<file path="config.mk">
export PLATFORM = sky130hd
export DESIGN_NAME = ilid_cell
export DESIGN_NICKNAME = d
export VERILOG_FILES = /design/src/rtl/indexed_list_insert_delete_top_assert.svh /design/src/rtl/ilid_pkg.sv /design/src/rtl/ilid_cell.sv
export SDC_FILE = /design/constraint.sdc
export NUM_CORES = 1
export LEC_CHECK = 0
export BUFFER_PORTS_ARGS = -buffer_cell sky130_fd_sc_hd__buf_2
export CORE_UTILIZATION = 39
export DETAILED_ROUTE_END_ITERATION = 6
export GPL_ROUTABILITY_DRIVEN = 1
export PLACE_DENSITY = 0.88
export SETUP_SLACK_MARGIN = 0.4
export SLEW_MARGIN = 25
export SYNTH_ARGS = -nofsm -noshare
export SYNTH_HDL_FRONTEND = slang
export SYNTH_SLANG_ARGS = --single-unit
</file>
<file path="constraint.sdc">
create_clock -name i_clk -period 2.9 [get_ports i_clk]
set_input_delay 0.725 -clock i_clk [delete_from_list [all_inputs] [get_ports i_clk]]
set_output_delay 0.725 -clock i_clk [all_outputs]
set_load 0.05 [all_outputs]
</file>
<file path="src/rtl/indexed_list_insert_delete_top_assert.svh">
// Assertion macros for the indexed list block.
// Used by the top level; no other dependencies.
`ifndef INDEXED_LIST_INSERT_DELETE_TOP_ASSERT_SVH
`define INDEXED_LIST_INSERT_DELETE_TOP_ASSERT_SVH
`ifndef SYNTHESIS
`define ILID_ASSERT_IMPL(name, clk, rst_n, ante, cons) \
    name: assert property (@(posedge clk) disable iff (!rst_n) (ante) |-> (cons)) \
        else $error("implication check failed");
`define ILID_ASSERT_NEXT(name, clk, rst_n, ante, cons) \
    name: assert property (@(posedge clk) disable iff (!rst_n) (ante) |=> (cons)) \
        else $error("next-cycle check failed");
`define ILID_ASSERT_ALWAYS(name, clk, rst_n, expr) \
    name: assert property (@(posedge clk) disable iff (!rst_n) (expr)) \
        else $error("invariant check failed");
`else
`define ILID_ASSERT_IMPL(name, clk, rst_n, ante, cons)
`define ILID_ASSERT_NEXT(name, clk, rst_n, ante, cons)
`define ILID_ASSERT_ALWAYS(name, clk, rst_n, expr)
`endif
`endif

</file>
<file path="src/rtl/ilid_pkg.sv">
// Shared types and constants for the indexed list block.
// No dependencies; imported by the cell and the top level.
package ilid_pkg;

    localparam int CAPACITY = 64;
    localparam int IDX_W    = $clog2(CAPACITY);
    localparam int CNT_W    = $clog2(CAPACITY + 1);
    localparam int POS_W    = 8;
    localparam int MAG_W    = POS_W - 1;
    localparam int CMP_W    = (CNT_W > MAG_W) ? CNT_W : MAG_W;
    localparam int DATA_W   = 32;
    localparam int LEN_W    = 7;

    typedef enum logic [2:0] {
        FUNC_READ   = 3'd0,
        FUNC_HEAD   = 3'd1,
        FUNC_TAIL   = 3'd2,
        FUNC_AT     = 3'd3,
        FUNC_DELETE = 3'd4
    } t_func;

    typedef enum logic [1:0] {
        ST_DONE    = 2'd0,
        ST_BAD_POS = 2'd1,
        ST_FULL    = 2'd2
    } t_status;

    // Broadcast to every cell in the row.
    typedef struct packed {
        logic               ins;
        logic               del;
        logic [IDX_W-1:0]   k;
        logic [DATA_W-1:0]  value;
    } t_cell_ctl;

endpackage

</file>
<file path="src/rtl/ilid_cell.sv">
// One storage cell of the list row: holds a single entry.
// Depends on ilid_pkg for the control struct and widths.
module ilid_cell
    import ilid_pkg::*;
(
    input  logic              i_clk,
    input  t_cell_ctl         i_ctl,
    input  logic [IDX_W-1:0]  i_index,
    input  logic [DATA_W-1:0] i_left,
    input  logic [DATA_W-1:0] i_right,
    output logic [DATA_W-1:0] o_value,
    output logic [DATA_W-1:0] o_sel_value
);

    logic [DATA_W-1:0] r_value;
    logic [DATA_W-1:0] n_value;

    // Insert shifts the tail right by one, delete pulls it left by one.
    always_comb begin
        n_value = r_value;
        if (i_ctl.ins) begin
            if (i_index > i_ctl.k) begin
                n_value = i_left;
            end else if (i_index == i_ctl.k) begin
                n_value = i_ctl.value;
            end
        end else if (i_ctl.del) begin
            if (i_index >= i_ctl.k) begin
                n_value = i_right;
            end
        end
    end

    always_ff @(posedge i_clk) begin
        r_value <= n_value;
    end

    // The addressed cell puts its entry on the shared read bus.
    assign o_value     = r_value;
    assign o_sel_value = (i_index == i_ctl.k) ? r_value : '0;

endmodule

</file>
==> flow_summary.json, run 1 <==
{
  "ys_ff_latch": 32,
  "drt_iter0_drc": 160,
  "cts_buffers": 5,
  "initial_core_util_pct": 40.2,
  "crit_arrival_ns": 2.08,
  "peakVddDrop_mv": 0.255,
  "yosys_warnings": 0,
  "required_ns": 2.17,
  "synthDominantCellAreaShare_pct": 35.4,
  "cts_tree": "done",
  "seq_area_frac_synth_pct": 35.4,
  "grt_pass1_vias": 3070,
  "min_period_ns": 2.80,
  "cap_violations": 0,
  "finalCritPeriodShare_pct": 96.7,
  "n_fill_cell": 499,
  "cpPeakStageDelay_ns": 0.25,
  "timing.hold.ws_ns": 0.793,
  "synthesis.nets": 431,
  "antenna_cells": 0,
  "synth_cell_types": 20,
  "critPathBufInv": 5,
  "route.detailed.drc": 0,
  "wirelength_um": 9170,
  "synthCells": 314,
  "io_buffers": 174,
  "p_total_mw": 1.86,
  "syn_area_per_cell_um2": 8.65,
  "status": "completed",
  "track_usage_pct": 24.1,
  "route.layer.met1.wl_um": 3330,
  "final-hold-violation-count": 0,
  "viasPerCell": 5.68,
  "htree_levels": 2,
  "clockBufferDepth": 2,
  "cp-end-kind": "primary output",
  "leakagePower_nw": 1.93,
  "tightest_slew_ns": 0.611,
  "dieArea_um2": 7300,
  "clk_pin_slew_ns": 0.07,
  "final_nets": 603,
  "avgRoutedWirePerCell_um": 16.2,
  "final_max_slew_viol_count": 0,
  "powerDensity_nw_per_um2": 412,
  "setup_ws_ns": 0.0963,
  "netlist_area_um2": 2720,
  "gr-total-overflow": 0,
  "seqCellArea_um2": 961,
  "cp_max_fo": 8,
  "tns_ns": 0,
  "rsz0062_at_grt": "true",
  "cp_slowest_cell": "ha_4",
  "dr.pass1.iters": 5,
  "highest_layer": "met4",
  "antenna_left": 0,
  "antenna_found_initial": 0,
  "maxClockFrequency_ghz": 0.357,
  "setup_viol": 0,
  "met3WireLength_um": 660,
  "critPathTopFamily": "simple AND/OR/NAND/NOR gates",
  "gp_congestion": 0.860,
  "row_count": 30,
  "dp.final_hpwl_um": 5980,
  "largest_register_ffs": 32,
  "multiInputGateArea_um2": 1700,
  "fp.dieW_um": 85.5,
  "mostFrequentLayoutCell": "buf_2",
  "cp_cell_sequence": "buf_6 -> inv_4 -> ha_4 -> and4_4 -> and3_4 -> buf_12 -> buf_12 -> and2_4 -> buf_8",
  "core_area_um2": 6760,
  "fp.dieH_um": 85.5,
  "num_vias": 3219,
  "maxSlewHeadroom_pct": 59.3,
  "layout-drive-gt1-share_pct": 52.2,
  "syn2layout_area_growth_pct": 66.2,
  "layout_common_cells": "buf_2, nand2_1, nor2b_1, buf_8",
  "grt_max_degree": 67,
  "pre_cts_ws_ns": 0.00619,
  "startpoint_type": "input pin",
  "clock_sink_count": 32,
  "hold_buffers": 0,
  "routed-wl-met2_um": 4950,
  "final_area_um2": 4520,
  "crit_top_cell": "buf_12",
  "critPathKind": "in2out",
  "grt_pass1_wl_um": 14000,
  "synthTopCellsByArea": "edfxtp_1, a311o_1, nand2_1, o211ai_1, nor2b_1",
  "io_pins": 175,
  "hold_path_class": "in2reg",
  "post_dp_cell_area_um2": 3870,
  "synth_area_leader_cell": "edfxtp_1",
  "root_buffer": "clkbuf_8"
}
## stage by stage
step	util (%)	cells
2_1_floorplan	-	314
3_3_place_gp	57.3	550
3_5_place_dp	57.3	550
4_1_cts	65.2	566
5_1_grt	66.8	567
6_report	66.8	567
## cell type report
| cell class | count | share of cell area (%) |
|---|---|---|
| multi-input cells | 239 | 37.5 |
| repair buffers | 202 | 35.7 |
| flip-flops and latches | 32 | 21.3 |
| well taps | 80 | 2.22 |
| clock buffers | 6 | 1.61 |
| inverters | 6 | 0.831 |
| clock inverters | 2 | 0.776 |
## power breakdown
part	leakage [nW]	switching [mW]	internal (mW)
Sequential	0.299	0.0450	0.612
Clock	0.0552	0.166	0.255
Combinational	1.58	0.520	0.261
## kinds of logic after synthesis
group	Yosys count	synth area share, %
AO/OA/AOI/OAI	100	29.1
adder cells (fa/ha/maj)	6	2.76
buffers and inverters	43	7.74
flip-flops	32	35.4
AND/OR/NAND/NOR	133	25.0
## cell usage after synthesis
master,instances
o211ai_1,32
a21oi_1,1
clkbuf_2,2
o22a_1,1
and3_4,1
nor2b_1,33
a31oi_1,32
buf_6,5
a21o_1,1
nand3_1,2
inv_1,6
ha_1,6
buf_2,7
nand2_1,64
clkbuf_1,23
a311o_1,32
and4_4,1
o21ai_2,1
and2_1,32
edfxtp_1,32
## path summary, 6_finish.rpt
check	start	endpoint	slack [ns]	cells past startpoint
hold / removal	i_ctl[31]	o_value[31]	0.79	3
setup / recovery	i_ctl[35]	o_sel_value[11]	0.1	9
## tightest hold or removal path, stage by stage
cell and delay (ns):
buf_2 0.09, a31oi_1 0.07, o211ai_1 0.08
## per-layer routing
layer / vias to the layer above / global-route usage [%]
li1: 1522 / -
met1: 1479 / 26.5
met2: 196 / 46.9
met3: 22 / 3.02
met4: 0 / 8.33
met5: - / 0
## what timing repair did
action / CTS / global route
gates cloned: 3 / 1
pin swaps: 9 / 15
endpoints found under the setup margin: 32 / 45
resized for setup: 91 / 21
buffers inserted: 5 / 0
Power figures use the tool's default switching activity.
==> inputs of run 2 (changes only) <==
Settings changed: HOLD_SLACK_MARGIN from default to 0.08, REMOVE_ABC_BUFFERS from default to 1.
==> run 2 against run 1 <==
Compared with the run above:
- the flow now finishes with violations (design-rule violations)
- sequential cell count unchanged
- worst hold slack got worse by 0.0030 ns
- critical path depth did not move
- first-iteration DRC count grew 6.9%
- die area did not move
- clock power is 21% lower
- design area fell by 1.1%
- highest routed layer unchanged
==> flow_summary.json, run 2 (synthesis gave the netlist of run 1 again) <==
{
  "status": "finished, violations left",
  "violations": "design-rule violations",
  "clk_pin_slew_ns": 0.07,
  "layout_common_cells": "buf_2, nand2_1, nor2b_1",
  "io_buffers": 174,
  "cp_max_fo": 8,
  "tns_ns": 0,
  "dp.final_hpwl_um": 5910,
  "core_area_um2": 6760,
  "dieArea_um2": 7300,
  "wirelength_um": 9340,
  "row_count": 30,
  "startpoint_type": "input pin",
  "io_pins": 175,
  "gp_congestion": 0.777,
  "gr-total-overflow": 0,
  "setup_viol": 0,
  "cp-end-kind": "primary output",
  "hold_buffers": 0,
  "grt_max_degree": 61,
  "powerDensity_nw_per_um2": 395,
  "fp.dieW_um": 85.5,
  "num_vias": 3205,
  "hold_depth": 3,
  "post_dp_cell_area_um2": 3720,
  "p_total_mw": 1.76,
  "timing.hold.ws_ns": 0.790,
  "peakVddDrop_mv": 0.231,
  "maxClockFrequency_ghz": 0.355,
  "required_ns": 2.17,
  "final_max_slew_viol_count": 0,
  "tightest_slew_ns": 0.322,
  "final-hold-violation-count": 0,
  "antenna_left": 0,
  "maxSlewHeadroom_pct": 78.5,
  "dp_cells": 552,
  "viasPerCell": 5.61,
  "avgRoutedWirePerCell_um": 16.4,
  "final_area_um2": 4460,
  "root_buffer": "clkbuf_8",
  "finalCritPeriodShare_pct": 97.1,
  "grt_pass1_wl_um": 13700,
  "syn2layout_area_growth_pct": 64.3,
  "dr.pass1.iters": 7,
  "layout-drive-gt1-share_pct": 51.3,
  "fp.dieH_um": 85.5,
  "clock_sink_count": 32,
  "hold_path_class": "in2reg",
  "rsz0062_at_grt": "true",
  "crit_arrival_ns": 2.09,
  "route.detailed.drc": 3,
  "htree_levels": 2,
  "largest_register_ffs": 32,
  "critPathKind": "in2out",
  "n_fill_cell": 507,
  "leakagePower_nw": 1.93,
  "drt_iter0_drc": 171,
  "clockBufferDepth": 2,
  "cts_buffers": 5,
  "cap_violations": 0,
  "initial_core_util_pct": 40.2,
  "antenna_cells": 0,
  "min_period_ns": 2.82,
  "antenna_found_initial": 0,
  "cts_tree": "done",
  "final_nets": 607,
  "track_usage_pct": 24.0,
  "fin_cells": 571,
  "mostFrequentLayoutCell": "buf_2",
  "grt_pass1_vias": 3001
}
[run 2: cell count changes in the layout (fill, tap and decap cells not counted), moves of 2 or more]
cell,change
and2_1,+5
and2_4,-5
buf_4,+4
buf_6,+6
buf_8,-7
inv_4,+2
[run 2: power breakdown]
part / internal, mW / switching, mW
sequential: 0.612 / 0.0448
clock: 0.163 / 0.168
combinational: 0.257 / 0.517
total: 1.03 / 0.730
[run 2: area by class of cell]
cell class	count	area, um2	area share (%)
well taps	80	100	2.24
clock inverters	3	13.8	0.308
repair buffers	206	1620	36.2
multi-input cells	239	1670	37.5
clock buffers	5	68.8	1.54
inverters	6	30.0	0.673
flip-flops and latches	32	961	21.5
[run 2: metal layers]
layer	up-vias	share of wire (%)	global-route usage (%)	routed length, um
met5	-	0	0	0
met4	0	1.8	6.06	167
met1	1481	37	26.6	3420
met3	19	8.0	4.67	745
li1	1528	-	-	-
met2	177	54	46.5	5010
[run 2: final timing paths]
kind                   from              end  slack, ns
setup / recovery  i_ctl[37]  o_sel_value[17]       0.08
hold / removal     i_ctl[3]       o_value[3]       0.79
[run 2: metrics by stage]
stage          utilization [%]  worst slack (ns)
4_1_cts                   64.3             0.106
2_1_floorplan                -             -1.59
5_1_grt                   66.1            0.0473
3_3_place_gp              55.1            0.0562
6_report                  66.1            0.0832
3_5_place_dp              55.1           -0.0169
[run 2: timing repair]
item	in CTS	in global routing
gates resized for setup	113	25
buffers inserted	6	1
pin swaps	20	11
hold endpoints to repair	0	0
gates cloned	3	1
setup endpoints to repair	32	42
[run 2: worst max-delay path, cell delays in order]
cell and delay (ns):
buf_6 0.08, inv_4 0.03, ha_4 0.26, and4_4 0.22, and3_4 0.20, buf_12 0.14, clkbuf_16 0.15, and2_4 0.14
buf_8 0.14
